<file path="src/rtl/nanc_pkg.sv">
// Shared constants and types of the NLMS noise canceller.
// No dependencies; imported by nanc_dp, nanc_ctrl and the top level.
`default_nettype none
package nanc_pkg;

  localparam int TAPS_DEF  = 32;
  localparam int DELAY_DEF = 1;

  // config register indexes
  localparam logic [1:0] REG_STEP  = 2'd0;
  localparam logic [1:0] REG_LEAK  = 2'd1;
  localparam logic [1:0] REG_FLOOR = 2'd2;

  localparam logic [15:0] STEP_RST  = 16'd1638;
  localparam logic [15:0] LEAK_RST  = 16'd32768;
  localparam logic [31:0] FLOOR_RST = 32'd1024;

  // 0.01 in Q2.21
  localparam logic [15:0] GRAD_CLIP = 16'd20972;
  localparam int          QUOT_W    = 41;

  typedef struct packed {
    logic clr;
    logic load;
    logic rd;
    logic upd;
    logic eval;
    logic div_init;
    logic div_chk;
    logic div_step;
    logic step_fix;
    logic fin;
  } nanc_cmd_t;

endpackage
`default_nettype wire

</file>
<file path="src/rtl/nanc_ctrl.sv">
// Sequencer: clearing pass, MAC pass, divide, update pass, result hand-off.
// Depends on nanc_pkg; issues commands to nanc_dp.
`default_nettype none
module nanc_ctrl
  import nanc_pkg::*;
#(
  parameter int TAPS  = TAPS_DEF,
  parameter int DELAY = DELAY_DEF,
  localparam int HLEN = TAPS + DELAY,
  localparam int HAW  = (HLEN > 1) ? $clog2(HLEN) : 1
) (
  input  wire logic           clk,
  input  wire logic           rst_n,
  input  wire logic           in_valid,
  output logic                in_ready,
  output logic                out_valid,
  input  wire logic           out_ready,
  output nanc_cmd_t           cmd,
  output logic [HAW-1:0]      idx
);

  localparam int CW = (HAW > 6) ? HAW : 6;

  localparam logic [3:0] ST_CLR  = 4'd0;
  localparam logic [3:0] ST_IDLE = 4'd1;
  localparam logic [3:0] ST_MAC  = 4'd2;
  localparam logic [3:0] ST_MDRN = 4'd3;
  localparam logic [3:0] ST_EVAL = 4'd4;
  localparam logic [3:0] ST_DINI = 4'd5;
  localparam logic [3:0] ST_DCHK = 4'd6;
  localparam logic [3:0] ST_DIV  = 4'd7;
  localparam logic [3:0] ST_SFIX = 4'd8;
  localparam logic [3:0] ST_UPD  = 4'd9;
  localparam logic [3:0] ST_UDRN = 4'd10;
  localparam logic [3:0] ST_FIN  = 4'd11;

  logic [3:0] state_r, state_nxt;
  logic [CW-1:0] cnt_r, cnt_nxt;
  logic ov_r, ov_nxt;

  always_comb begin
    state_nxt = state_r;
    cnt_nxt   = cnt_r;
    ov_nxt    = ov_r;
    cmd       = '0;
    if (ov_r && out_ready) begin
      ov_nxt = 1'b0;
    end
    case (state_r)
      ST_CLR: begin
        cmd.clr = 1'b1;
        cnt_nxt = cnt_r + 1'b1;
        if (cnt_r == CW'(HLEN-1)) begin
          state_nxt = ST_IDLE;
          cnt_nxt   = '0;
        end
      end
      ST_IDLE: begin
        if (in_valid) begin
          cmd.load  = 1'b1;
          state_nxt = ST_MAC;
          cnt_nxt   = '0;
        end
      end
      ST_MAC, ST_UPD: begin
        cmd.rd  = 1'b1;
        cmd.upd = (state_r == ST_UPD);
        cnt_nxt = cnt_r + 1'b1;
        if (cnt_r == CW'(TAPS-1)) begin
          state_nxt = (state_r == ST_MAC) ? ST_MDRN : ST_UDRN;
          cnt_nxt   = '0;
        end
      end
      // drain: wait for the read and product stages to empty
      ST_MDRN, ST_UDRN: begin
        cnt_nxt = cnt_r + 1'b1;
        if (cnt_r == CW'(1)) begin
          state_nxt = (state_r == ST_MDRN) ? ST_EVAL : ST_FIN;
          cnt_nxt   = '0;
        end
      end
      ST_EVAL: begin
        cmd.eval  = 1'b1;
        state_nxt = ST_DINI;
      end
      ST_DINI: begin
        cmd.div_init = 1'b1;
        state_nxt    = ST_DCHK;
      end
      ST_DCHK: begin
        cmd.div_chk = 1'b1;
        state_nxt   = ST_DIV;
        cnt_nxt     = '0;
      end
      ST_DIV: begin
        cmd.div_step = 1'b1;
        cnt_nxt      = cnt_r + 1'b1;
        if (cnt_r == CW'(QUOT_W-1)) begin
          state_nxt = ST_SFIX;
          cnt_nxt   = '0;
        end
      end
      ST_SFIX: begin
        cmd.step_fix = 1'b1;
        state_nxt    = ST_UPD;
        cnt_nxt      = '0;
      end
      ST_FIN: begin
        if (!ov_r || out_ready) begin
          cmd.fin   = 1'b1;
          ov_nxt    = 1'b1;
          state_nxt = ST_IDLE;
        end
      end
      default: begin
        state_nxt = ST_IDLE;
        cnt_nxt   = '0;
      end
    endcase
  end

  always_ff @(posedge clk) begin
    if (!rst_n) begin
      state_r <= ST_CLR;
      cnt_r   <= '0;
      ov_r    <= 1'b0;
    end else begin
      state_r <= state_nxt;
      cnt_r   <= cnt_nxt;
      ov_r    <= ov_nxt;
    end
  end

  assign in_ready  = (state_r == ST_IDLE);
  assign out_valid = ov_r;
  assign idx       = cnt_r[HAW-1:0];

endmodule
`default_nettype wire

</file>
<file path="config.mk">
export PLATFORM = sky130hd
export DESIGN_NAME = nanc_ctrl
export DESIGN_NICKNAME = d
export VERILOG_FILES = /design/src/rtl/nanc_pkg.sv /design/src/rtl/nanc_ctrl.sv
export SDC_FILE = /design/constraint.sdc
export NUM_CORES = 1
export LEC_CHECK = 0
export ABC_AREA = 1
export ABC_CLOCK_PERIOD_IN_PS = 2600
export BUFFER_PORTS_ARGS = -buffer_cell sky130_fd_sc_hd__buf_2
export CORE_AREA = 10 10 52 54
export CTS_CLUSTER_DIAMETER = 30
export CTS_CLUSTER_SIZE = 28
export DETAILED_ROUTE_END_ITERATION = 8
export DIE_AREA = 0 0 62 64
export PLACE_DENSITY = 0.77
export SYNTH_ARGS = -nofsm -noshare
export SYNTH_HDL_FRONTEND = slang
export SYNTH_SLANG_ARGS = --single-unit
</file>
<file path="constraint.sdc">
create_clock -name clk -period 2.6 [get_ports clk]
set_input_delay 0.52 -clock clk [delete_from_list [all_inputs] [get_ports clk]]
set_output_delay 0.52 -clock clk [all_outputs]
set_load 0.02 [all_outputs]
</file>
Word level (Yosys, flattened, before mapping)
Index checks and enable logic that the tools add are counted.
{"block": "classes", "n_reduce_logical": 9, "eq_ne": 21, "add_sub_neg": 1, "n_bitwise": 1, "muxes": 29}
{"cell": "$pmux 4 s10", "count": 1}
{"cell": "$pmux 6 s6", "count": 1}
{"cell": "$mux 4", "count": 8}
{"cell": "$mux 6", "count": 5}
{"cell": "$eq 4x3->1 const B", "count": 4}
{"cell": "$eq 4x4->1 const B", "count": 4}
{"cell": "$mux 1", "count": 13}
{"cell": "$eq 6x6->1 const B", "count": 2}
{"cell": "$ne 2x2->1 const B", "count": 6}
{"cell": "$eq 4x2->1 const B", "count": 2}
{"cell": "$add 6x1->6 const B", "count": 1}
{"cell": "$eq 6x1->1 const B", "count": 1}
{"cell": "$eq 6x5->1 const B", "count": 1}
{"cell": "$reduce_and 6->1", "count": 1}
{"cell": "$eq 4x1->1 const B", "count": 1}
{"cell": "$logic_not 4->1", "count": 1}
{"cell": "$reduce_or 2->1", "count": 2}
{"cell": "$reduce_or 3->1", "count": 1}
{"cell": "$mux 2", "count": 1}
{"cell": "$reduce_and 2->1", "count": 1}
{"cell": "$logic_and 1x1->1", "count": 1}
{"cell": "$logic_not 1->1", "count": 1}
{"cell": "$logic_or 1x1->1", "count": 1}
{"cell": "$not 1->1", "count": 1}
{"block": "totals", "output_inout_bits": 18, "ff_bits": 11, "wordCells": 64, "input_bits": 4}

Longest topological paths before layout
{"block": "logic_depth", "ltp_word": 4, "ltp_mapped": 10, "ltp_nobuf": 10}

Worst setup path after synthesis
Ideal clock, no wire load.
{"block": "synth_timing", "path_type": "reg-to-output", "from": "register state_r[0]", "to": "output port cmd[0] in the netlist's numbering", "setup_slack_ns": 0.988, "n_path_buf": 0, "t_required_ns": 2.080, "stages_incl_launch_ff": 3, "arrival_ns": 1.092, "cell_sequence": "dfxtp_1 > nand2_1 > nor3_1"}
{"item": "start, declared", "line_no": "nanc_ctrl.sv:37", "source": "logic [3:0] state_r, state_nxt;"}
{"item": "start signal, assigned", "line_no": "nanc_ctrl.sv:128", "source": "state_r <= state_nxt;"}
{"item": "end, declared", "line_no": "nanc_ctrl.sv:18", "source": "output nanc_cmd_t cmd,"}

==> results_dict.tcl <==
set metrics [dict create \
    startpoint_type "register" \
    cts.sinks 11 \
    cts_tree "built" \
    ys_seq_area_frac 0.249 \
    vdd.ir_drop.worst_mv 0.551 \
    vias 1002 \
    grt_max_degree 10 \
    place_congestion 0.905 \
    grtUsageTotal 0.124 \
    clockPowerShare 0.117 \
    die_area_um2 3970 \
    drive_above_1_share 0.241 \
    slew_headroom 0.800 \
    grt-ovfl-total 0 \
    postCtsSetupBuffers 0 \
    wl_um 2300 \
    syn_nets 157 \
    synth.cell_area_um2 886 \
    route.detailed.wl_per_inst_um 11.6 \
    portBuffers 21 \
    max_stage_delay_ns 0.41 \
    synthCells 150 \
    clk_pin_slew_worst_paths_ns 0.07 \
    fp.coreArea_um2 1710 \
    final_nets 182 \
    power_mw 1.04 \
    hold_viol 0 \
    synth_cell_types 19 \
    hold_path_class "in -> reg" \
    synth-seq-cells 11 \
    pwr-share-comb 0.633 \
    n_fill_cell 163 \
    area_delta_synth_final_pct 17.8 \
    report.final.slew_viol_count 0 \
    drc 0 \
    crit_arrival_ns 1.36 \
    p_int_uw 478 \
    drt_iter0_drc 32 \
    finalSetupViolations 0 \
    antennaDiodeCount 0 \
    fmax_mhz 532 \
    setup_tns_ns 0 \
    crit_chain "inv_1 -> nor2_1 -> nand2_1 -> nand2_2 -> buf_2" \
    path_max_fanout 5 \
    clock_latency_ns 0.27 \
    antenna_found_initial 0 \
    initial_core_util 0.519 \
    powerDensity_nw_per_um2 996 \
    run_status "finished clean" \
    endpoint_kind "output port" \
    drtPass1Iterations 4 \
    fin_crit_sh 0.723 \
    rsz0062_at_grt "no" \
    ant_nets 0 \
    finalCriticalPeriod_ns 1.88 \
    die_h_um 64 \
    rows 15 \
    yosysWarnings 0 \
    htreeDepth 1 \
    grt_pass1_vias 855 \
    leakage_nw 0.553 \
    vias_per_cell 5.04 \
    clock_path_buffers 2 \
    synth_area_per_cell_um2 5.91 \
    io_pins 22 \
    cap_violations 0 \
    post-dp-hpwl_um 1890 \
    switchingPower_uw 561 \
    p_seq_frac 0.251 \
    cts_made_buffers 3 \
    cts-resized-gates 0 \
    worstPathRequired_ns 2.08 \
    tightest_slew_ns 0.299 \
    fp.dieW_um 62 \
    root_buffer "clkbuf_4" \
    crit_type "reg -> out" \
    holdBufCountCts 0 \
    grt_pass1_wl_um 3860 \
    slowest_stage "dfxtp_1" \
    p_sw_frac 0.540 \
    finClkSkew_ns 0.00295 \
]
-- stage by stage --
step	setup slack [ns]	cells	instance area [µm²]	hold slack, ns	util
floorplan	0.988	150	886	0.517	-
CTS	0.721	199	1040	0.545	0.611
global route	0.608	199	1040	0.559	0.611
detailed placement	1.01	195	1020	0.547	0.596
finish	0.721	199	1040	0.547	0.611
global placement	1.05	195	1020	0.517	0.596
-- registers in the layout (all words and copies together) (netlist names) --
register and cells:
out_valid 1, state_r 4, idx 6
-- cells in the mapped netlist (all sizes together) --
cell / instances / area share
a21oi: 7 / 0.040
nor3: 3 / 0.017
nand4: 1 / 0.0071
buf: 1 / 0.0056
nor2: 35 / 0.19
nand2: 41 / 0.20
ha: 3 / 0.042
o21ai: 5 / 0.028
o22ai: 2 / 0.014
inv: 19 / 0.080
dfxtp: 11 / 0.25
xor2: 2 / 0.020
nand3: 20 / 0.11
-- cell usage in the layout, fill, tap and decap left out, types with 3 or more instances in the layout --
| master | netlist | routed |
|---|---|---|
| nand2_1 | 34 | 34 |
| nor2_1 | 28 | 28 |
| buf_2 | 1 | 21 |
| nand3_1 | 20 | 20 |
| inv_1 | 15 | 15 |
| dfxtp_1 | 11 | 11 |
| a21oi_1 | 7 | 7 |
| nand2_2 | 6 | 6 |
| inv_2 | 4 | 4 |
| nor2_2 | 4 | 4 |
| nor2_4 | 3 | 3 |
| nor3_1 | 3 | 3 |
| o21ai_0 | 3 | 3 |
| ha_1 | 3 | 3 |
| clkbuf_4 | 0 | 3 |
-- power groups by stage --
stage | Clock [mW] | Sequential (mW) | Combinational (mW)
4_1_cts | 0.123 | 0.260 | 0.656
3_5_place_dp | 0 | 0.263 | 0.654
2_1_floorplan | 0 | 0.272 | 0.485
6_report | 0.121 | 0.260 | 0.657
5_1_grt | 0.132 | 0.269 | 0.739
3_3_place_gp | 0 | 0.260 | 0.641
-- logic make-up (layout without fill, tap and decap cells) --
group,count (synthesis),count (layout),share of synthesized area
DFF,11,11,0.249
xor gates and xnor gates,2,2,0.0198
adders and majority gates,3,3,0.0424
buffers and inverters,20,44,0.0861
AOI/OAI and AO/OA,14,14,0.0819
and+or+nand+nor,100,100,0.521
-- path summary, 6_finish.rpt --
kind / startpoint / endpoint / slack (ns) / depth (start not counted)
hold / removal: rst_n / state_r[0] / 0.55 / 3
setup reg to reg: idx[0] / state_r[3] / 0.98 / 10
hold reg to reg: state_r[3] / state_r[3] / 0.56 / 2
setup / recovery: state_r[1] / cmd[7] / 0.72 / 5
-- layout make-up --
type	count	area (µm²)	area share
Tap cell	25	31.3	0.0300
Timing Repair Buffer	21	105	0.101
Inverter	19	71.3	0.0683
Multi-Input combinational cell	119	589	0.565
Clock buffer	4	26.3	0.0252
Sequential cell	11	220	0.211
-- routing by layer --
metal / routed length [µm] / track usage
met1: 1030 / 0.160
met2: 986 / 0.174
met3: 230 / 0.0356
met4: 61 / 0.0726
met5: 0 / 0
-- critical path: cells and delay by family, from the launching register on --
family                 cells  cell delay [ns]
buffers and inverters      2             0.27
flip-flops                 1             0.41
AND/OR/NAND/NOR            3             0.40
Power figures use the tool's default switching activity.
